<file path="src/rtl/core/clgs_pkg.sv">
// Shared constants, types and helpers for the continuous life grid step unit.
`timescale 1ns / 1ps

package clgs_pkg;

    localparam int GRID_W  = 64;
    localparam int GRID_H  = 64;
    localparam int X_W     = 6;
    localparam int Y_W     = 6;
    localparam int ADDR_W  = 12;
    localparam int LIFE_W  = 24;
    localparam int ACC_W   = LIFE_W + 3;
    localparam int DIST_W  = LIFE_W + 2;
    localparam int PROD_W  = LIFE_W + DIST_W;
    localparam int LOSS_W  = PROD_W - 16;
    localparam int NEXT_W  = LOSS_W + 2;

    localparam logic [1:0] OP_WRITE = 2'd0;
    localparam logic [1:0] OP_READ  = 2'd1;
    localparam logic [1:0] OP_STEP  = 2'd2;

    localparam logic [2:0] REG_TARGET_AVG = 3'd0;
    localparam logic [2:0] REG_TOLERANCE  = 3'd1;
    localparam logic [2:0] REG_DECAY_GAIN = 3'd2;
    localparam logic [2:0] REG_LIFE_FLOOR = 3'd3;
    localparam logic [2:0] REG_GROWTH     = 3'd4;
    localparam logic [2:0] REG_USE_DIAG   = 3'd5;

    typedef struct packed {
        logic signed [LIFE_W-1:0] target_avg;
        logic signed [LIFE_W-1:0] tolerance;
        logic signed [LIFE_W-1:0] decay_gain;
        logic signed [LIFE_W-1:0] life_floor;
        logic signed [LIFE_W-1:0] growth;
        logic                     use_diagonals;
    } cfg_t;

    function automatic logic [ADDR_W-1:0] cell_addr(input logic [X_W-1:0] x,
                                                    input logic [Y_W-1:0] y);
        logic [ADDR_W-1:0] a;
        a = ADDR_W'(x) * ADDR_W'(GRID_H) + ADDR_W'(y);
        return a;
    endfunction

endpackage

</file>
<file path="src/rtl/core/clgs_update.sv">
// Per-cell life update datapath: distance, gain multiply, saturate and floor.
`timescale 1ns / 1ps

module clgs_update (
    input  logic                               clk,
    input  clgs_pkg::cfg_t                     cfg,
    input  logic signed [clgs_pkg::LIFE_W-1:0] life,
    input  logic signed [clgs_pkg::LIFE_W-1:0] avg,
    output logic signed [clgs_pkg::LIFE_W-1:0] result
);

    logic signed [clgs_pkg::LIFE_W:0]     diff;
    logic signed [clgs_pkg::DIST_W-1:0]   mag;
    logic signed [clgs_pkg::DIST_W-1:0]   excess;
    logic signed [clgs_pkg::DIST_W-1:0]   excess_reg;
    logic signed [clgs_pkg::LIFE_W-1:0]   life1_reg;
    logic signed [clgs_pkg::PROD_W-1:0]   prod_reg;
    logic signed [clgs_pkg::LIFE_W-1:0]   life2_reg;
    logic signed [clgs_pkg::LOSS_W-1:0]   loss;
    logic signed [clgs_pkg::NEXT_W-1:0]   sum;
    logic signed [clgs_pkg::LIFE_W-1:0]   sat;
    logic                                 over;
    logic                                 under;

    // Stage one: distance of the neighbor average from the preferred one.
    always_comb
    begin
        diff   = {cfg.target_avg[clgs_pkg::LIFE_W-1], cfg.target_avg}
               - {avg[clgs_pkg::LIFE_W-1], avg};
        mag    = diff[clgs_pkg::LIFE_W] ? -{diff[clgs_pkg::LIFE_W], diff}
                                        : {diff[clgs_pkg::LIFE_W], diff};
        excess = mag - {{2{cfg.tolerance[clgs_pkg::LIFE_W-1]}}, cfg.tolerance};
    end

    always_ff @(posedge clk)
    begin
        excess_reg <= excess;
        life1_reg  <= life;
        prod_reg   <= cfg.decay_gain * excess_reg;
        life2_reg  <= life1_reg;
    end

    // Stage three: the low 16 product bits drop off, which floors toward minus infinity.
    always_comb
    begin
        loss  = prod_reg[clgs_pkg::PROD_W-1:16];
        sum   = {{(clgs_pkg::NEXT_W - clgs_pkg::LIFE_W){life2_reg[clgs_pkg::LIFE_W-1]}},
                 life2_reg}
              - {{2{loss[clgs_pkg::LOSS_W-1]}}, loss}
              + {{(clgs_pkg::NEXT_W - clgs_pkg::LIFE_W){cfg.growth[clgs_pkg::LIFE_W-1]}},
                 cfg.growth};
        over  = !sum[clgs_pkg::NEXT_W-1] && (|sum[clgs_pkg::NEXT_W-2:clgs_pkg::LIFE_W-1]);
        under = sum[clgs_pkg::NEXT_W-1] && !(&sum[clgs_pkg::NEXT_W-2:clgs_pkg::LIFE_W-1]);
        if (over)
        begin
            sat = {1'b0, {(clgs_pkg::LIFE_W-1){1'b1}}};
        end
        else if (under)
        begin
            sat = {1'b1, {(clgs_pkg::LIFE_W-1){1'b0}}};
        end
        else
        begin
            sat = sum[clgs_pkg::LIFE_W-1:0];
        end
        result = (sat < cfg.life_floor) ? '0 : sat;
    end

endmodule

</file>
<file path="config.mk">
export PLATFORM = sky130hd
export DESIGN_NAME = clgs_update
export DESIGN_NICKNAME = d
export VERILOG_FILES = /design/src/rtl/core/clgs_pkg.sv /design/src/rtl/core/clgs_update.sv
export SDC_FILE = /design/constraint.sdc
export NUM_CORES = 2
export LEC_CHECK = 0
export BUFFER_PORTS_ARGS = -buffer_cell sky130_fd_sc_hd__clkbuf_2
export CAP_MARGIN = 15
export CORE_MARGIN = 2
export CORE_UTILIZATION = 30
export CTS_BUF_LIST = sky130_fd_sc_hd__clkbuf_16
export CTS_CLUSTER_SIZE = 20
export DETAILED_ROUTE_END_ITERATION = 16
export HOLD_SLACK_MARGIN = 0.02
export PLACE_DENSITY = 0.54
export SYNTH_ARGS = -nofsm -noshare
export SYNTH_HDL_FRONTEND = slang
export SYNTH_SLANG_ARGS = --single-unit
export TNS_END_PERCENT = 30
</file>
<file path="constraint.sdc">
create_clock -name clk -period 10.2 [get_ports clk]
set_clock_uncertainty 0.1 [all_clocks]
set_input_delay 1.53 -clock clk [delete_from_list [all_inputs] [get_ports clk]]
set_output_delay 1.53 -clock clk [all_outputs]
set_load 0.005 [all_outputs]
</file>
Yosys cells after proc, flatten, opt, wreduce, memory -nomap -nowiden
Cells that the tools add are included.

word-level totals
  input port bits = 170
  word-level logic and storage cells = 21
  register bits = 124

operators by class
  $lt $le $gt $ge = 1
  multiplexer cells = 4
  reduce and logical (&&, ||, !) cells = 6
  add/subtract/negate cells = 5
  multiply operators = 1

operators with widths
  operator                                        count
  24-bit two-way mux                              3
  24-bit by 26-bit multiplier with 50-bit output  1
  35-bit by 24-bit adder with 36-bit output       1
  24-bit by 34-bit subtractor with 35-bit output  1
  26-bit two-way mux                              1
  26-bit negation                                 1
  26-bit subtractor                               1
  24-bit by 24-bit subtractor with 25-bit output  1
  24-bit < comparator                             1
  12-bit AND reduction                            1
  12-bit OR reduction                             1
  1-bit logical AND                               2
  1-bit zero test                                 2

Depth between registers and ports, before layout
  word-level depth = 9
  gate-level depth with buffers = 31

Worst setup path after synthesis
No wires, ideal clock.

  path type = input to output
  start = input port cfg[24] in the netlist's numbering
  end = output port result[0] in the netlist's numbering
  arrival = 6.906 ns
  path slack = 1.664 ns
  stages on the path = 29
  buffers on the path = 3
  path through = inv_1 -> fa_1 -> inv_1 -> ha_1 -> buf_6 -> a21oi_1 -> o21ai_1 -> a21o_1 -> a31oi_1 -> nand2_1 -> xor2_1 -> or4b_4 -> o31ai_4 -> buf_2 -> o21ai_0 -> ha_1 -> a21oi_1 -> nor2b_1 -> o21ai_0 -> nand2b_1 -> a21oi_1 -> nor2b_1 -> o21ai_0 -> nand2b_1 -> a21oi_1 -> o21ai_0 -> or3_4 -> buf_6 -> a32oi_1

on the way
  word-level cells in the longest chain between the ends = 8

RTL lines
  element                                        line               text
  start: declaration                             clgs_update.sv:6   input clgs_pkg::cfg_t cfg,
  35-bit by 24-bit adder with 36-bit output (*)  clgs_update.sv:50  + {{(clgs_pkg::NEXT_W - clgs_pkg::LIFE_W){cfg.growth[clgs_pkg::LIFE_W-1]}},
  12-bit AND reduction                           clgs_update.sv:53  under = sum[clgs_pkg::NEXT_W-1] && !(&sum[clgs_pkg::NEXT_W-2:clgs_pkg::LIFE_W-1]);
  1-bit zero test                                clgs_update.sv:53
  1-bit logical AND                              clgs_update.sv:53
  24-bit two-way mux                             clgs_update.sv:58  else if (under)
  24-bit two-way mux (*)                         clgs_update.sv:54  if (over)
  24-bit < comparator                            clgs_update.sv:66  result = (sat < cfg.life_floor) ? '0 : sat;
  24-bit two-way mux (*)                         clgs_update.sv:66
  end: declaration                               clgs_update.sv:9   output logic signed [clgs_pkg::LIFE_W-1:0] result

Mark *: on every way between the ends. The rest lies on a longest branch, timed or not.

Worst setup path after layout
  start = input port cfg[8] in the netlist's numbering
  end = output port result[9] in the netlist's numbering

Same word-level chain as after synthesis.

==> results.toml <==
[timing]
maxSlewHeadroom_pct = 29.9
final.min_clock_period_ns = 9.52
fmax_mhz = 105
setup_viol = 0
fin_hold_ws_ns = 0.220
tightest_slew_ns = 1.05
hold_violations = 0
slew_viol_final = 0
timing.final.crit_share_pct = 93.3
fin_tns_setup_ns = 0
rsz0062_at_grt = "no"

[clock_network]
clk_pin_slew_ns = 0.09
cts.sinks = 108
clk_latency_ns = 0.39
htree_num_levels = 3
cts-root-buf = "clkbuf_16"
numCtsBuffers = 9
cts_tree = "yes"
cts_buffer_depth = 2
cts_hold_buf = 0

[logic_synthesis]
syn_area_sq_um = 31100
synthTopCellsByArea = "fa_1, inv_1, ha_1"
synth_top_area_share_pct = 44.1
ys_warn_count = 0
yosysTopAreaCell = "fa_1"
postSynthAreaPerCell_sq_um = 8.98
synth_nets = 4564
ys_seq_area_share_pct = 6.95
yosysUniqueCellTypes = 92
async_flop_share_pct = 0
ys_seq_elements = 108
synthCells = 3465
synth_edf_count = 0
ys.flop_type = "dfxtp_1"

[worst_setup_path]
r2r_end = "prod_reg[49]$_DFF_P_"
critical_path_arrival_ns = 7.89
cp.depth = 30
critPathTopFamily = "compound AO/OA/AOI/OAI gates"
slowest_stage = "or3_4"
timing.rr.start = "excess_reg[7]$_DFF_P_"
reg2reg_depth = 29
cp_max_fo = 24
worstSetupPathType = "primary input to output pin"
r2r_setup_slack_ns = 2.02
cp.required_ns = 8.57
worstSetupEndpointType = "output pin"
critical_path_buf_inv_count = 4
setup.worst_path.start_class = "primary input"
max_stage_delay_ns = 0.54

[detailed_routing]
dr_wl_met2_um = 37100
drc = 0
drt_iter0_markers = 971
wl_um = 79400
vias_per_cell = 4.47
vias = 22300
routed.top_layer = "met5"
dr.pass1.iters = 5
ant_nets = 0
wl_met1_um = 38000
wl_met3_um = 3230
wl_per_cell_um = 15.9

[grt]
grt_use_total_pct = 15.4
antenna_found_initial = 7
overflow = 0
grt_pass1_vias = 23800
grt_max_degree = 28
grt_pass1_wl_um = 130000

[placed_design]
hpwl_um = 67400
io_buffers = 192
gp_congestion = 0.829

[finish]
layout-drive-gt1-share_pct = 8.76
nFillCells = 10800
fin_nets = 4701
largest_register_ff_count = 34
syn2layout_area_growth_pct = 9.46

[die]
start_util_pct = 30.2
core_area_sq_um = 103000
fp.dieArea_sq_um = 106000
die_x_um = 326
row_count = 118
fp.dieH_um = 326
io_pins = 194

[run]
max-cap-violations = 0

[hold_path]
min_to = "life2_reg[21]$_DFF_P_"
hold_class = "flip-flop to flip-flop"
min_from = "life1_reg[21]$_DFF_P_"
min_path_cells = 0

[run_status]
status = "finished, final reports clean"
logic make-up after synthesis:
logic type / count (synthesis) / share of synthesized area, %
buffers and inverters: 1008 / 12.4
muxes: 2 / 0.0683
adders and majority gates: 929 / 53.9
AOI/OAI and AO/OA: 377 / 8.15
xor gates and xnor gates: 137 / 3.85
and+or+nand+nor: 904 / 14.7
DFF: 108 / 6.95
through the flow:
stage                     instance area, sq um  util (%)  setup WS, ns  std cells
after floorplan                          31100         -          1.66       3465
after global placement                   33700      32.7         0.584       4967
after detailed placement                 33700      32.7         0.472       4967
after CTS                                34000      33.0         0.466       4983
after global routing                     34100      33.0         0.213       4987
final                                    34100      33.0         0.678       4989
Yosys cell counts, types with 25 or more instances:
library cell,number
xnor2_1,97
a21oi_1,102
o21ai_0,72
clkbuf_1,111
nand2b_1,25
ha_1,243
and2_1,301
nor2_1,74
inv_1,881
nand2_1,364
dfxtp_1,108
a21o_1,47
fa_1,686
xor2_1,40
nor2b_1,32
final cells by class:
type | instances | area (sq um) | share of cell area, %
Multi-Input combinational cell | 2349 | 25100 | 73.7
Inverter | 881 | 3310 | 9.72
Sequential cell | 108 | 2160 | 6.35
Tap cell | 1380 | 1730 | 5.07
Timing Repair Buffer | 253 | 1440 | 4.24
Clock buffer | 9 | 225 | 0.661
Clock inverter | 7 | 83.8 | 0.246
Antenna cell | 2 | 5.00 | 0.0147
worst max path at each step:
stage / from / end / slack [ns]
2_1_floorplan: cfg[24] / result[0] / 1.66
3_3_place_gp: cfg[2] / result[4] / 0.58
3_5_place_dp: cfg[24] / result[9] / 0.47
4_1_cts: cfg[2] / result[9] / 0.47
5_1_grt: cfg[8] / result[1] / 0.21
6_report: cfg[8] / result[9] / 0.68
routing by layer:
metal	track usage (%)	vias up
met5	0	-
met4	2.70	8
met3	1.81	56
met2	25.3	446
met1	21.8	11200
li1	-	10600
cells in the final DEF (no fill, tap or decap), drive strengths merged, types with 15 or more instances in the layout:
cell type and count:
a21boi 23, a21o 49, a21oi 106, and2 301, buf 61, clkbuf 201
dfxtp 108, fa 686, ha 243, inv 883, nand2 364, nand2b 25
nand3 24, nand4 19, nor2 74, nor2b 32, nor3 19, o211ai 15
o21a 23, o21ai 80, xnor2 97, xor2 40
what timing repair did:
action / 4_1_cts / 5_1_grt
setup endpoints to repair: 0 / 24
buffers inserted: 0 / 4
gates resized for setup: 0 / 2
Power is not shown: default switching activity piles up to over one toggle a cycle in this logic, so the estimate is an artifact.
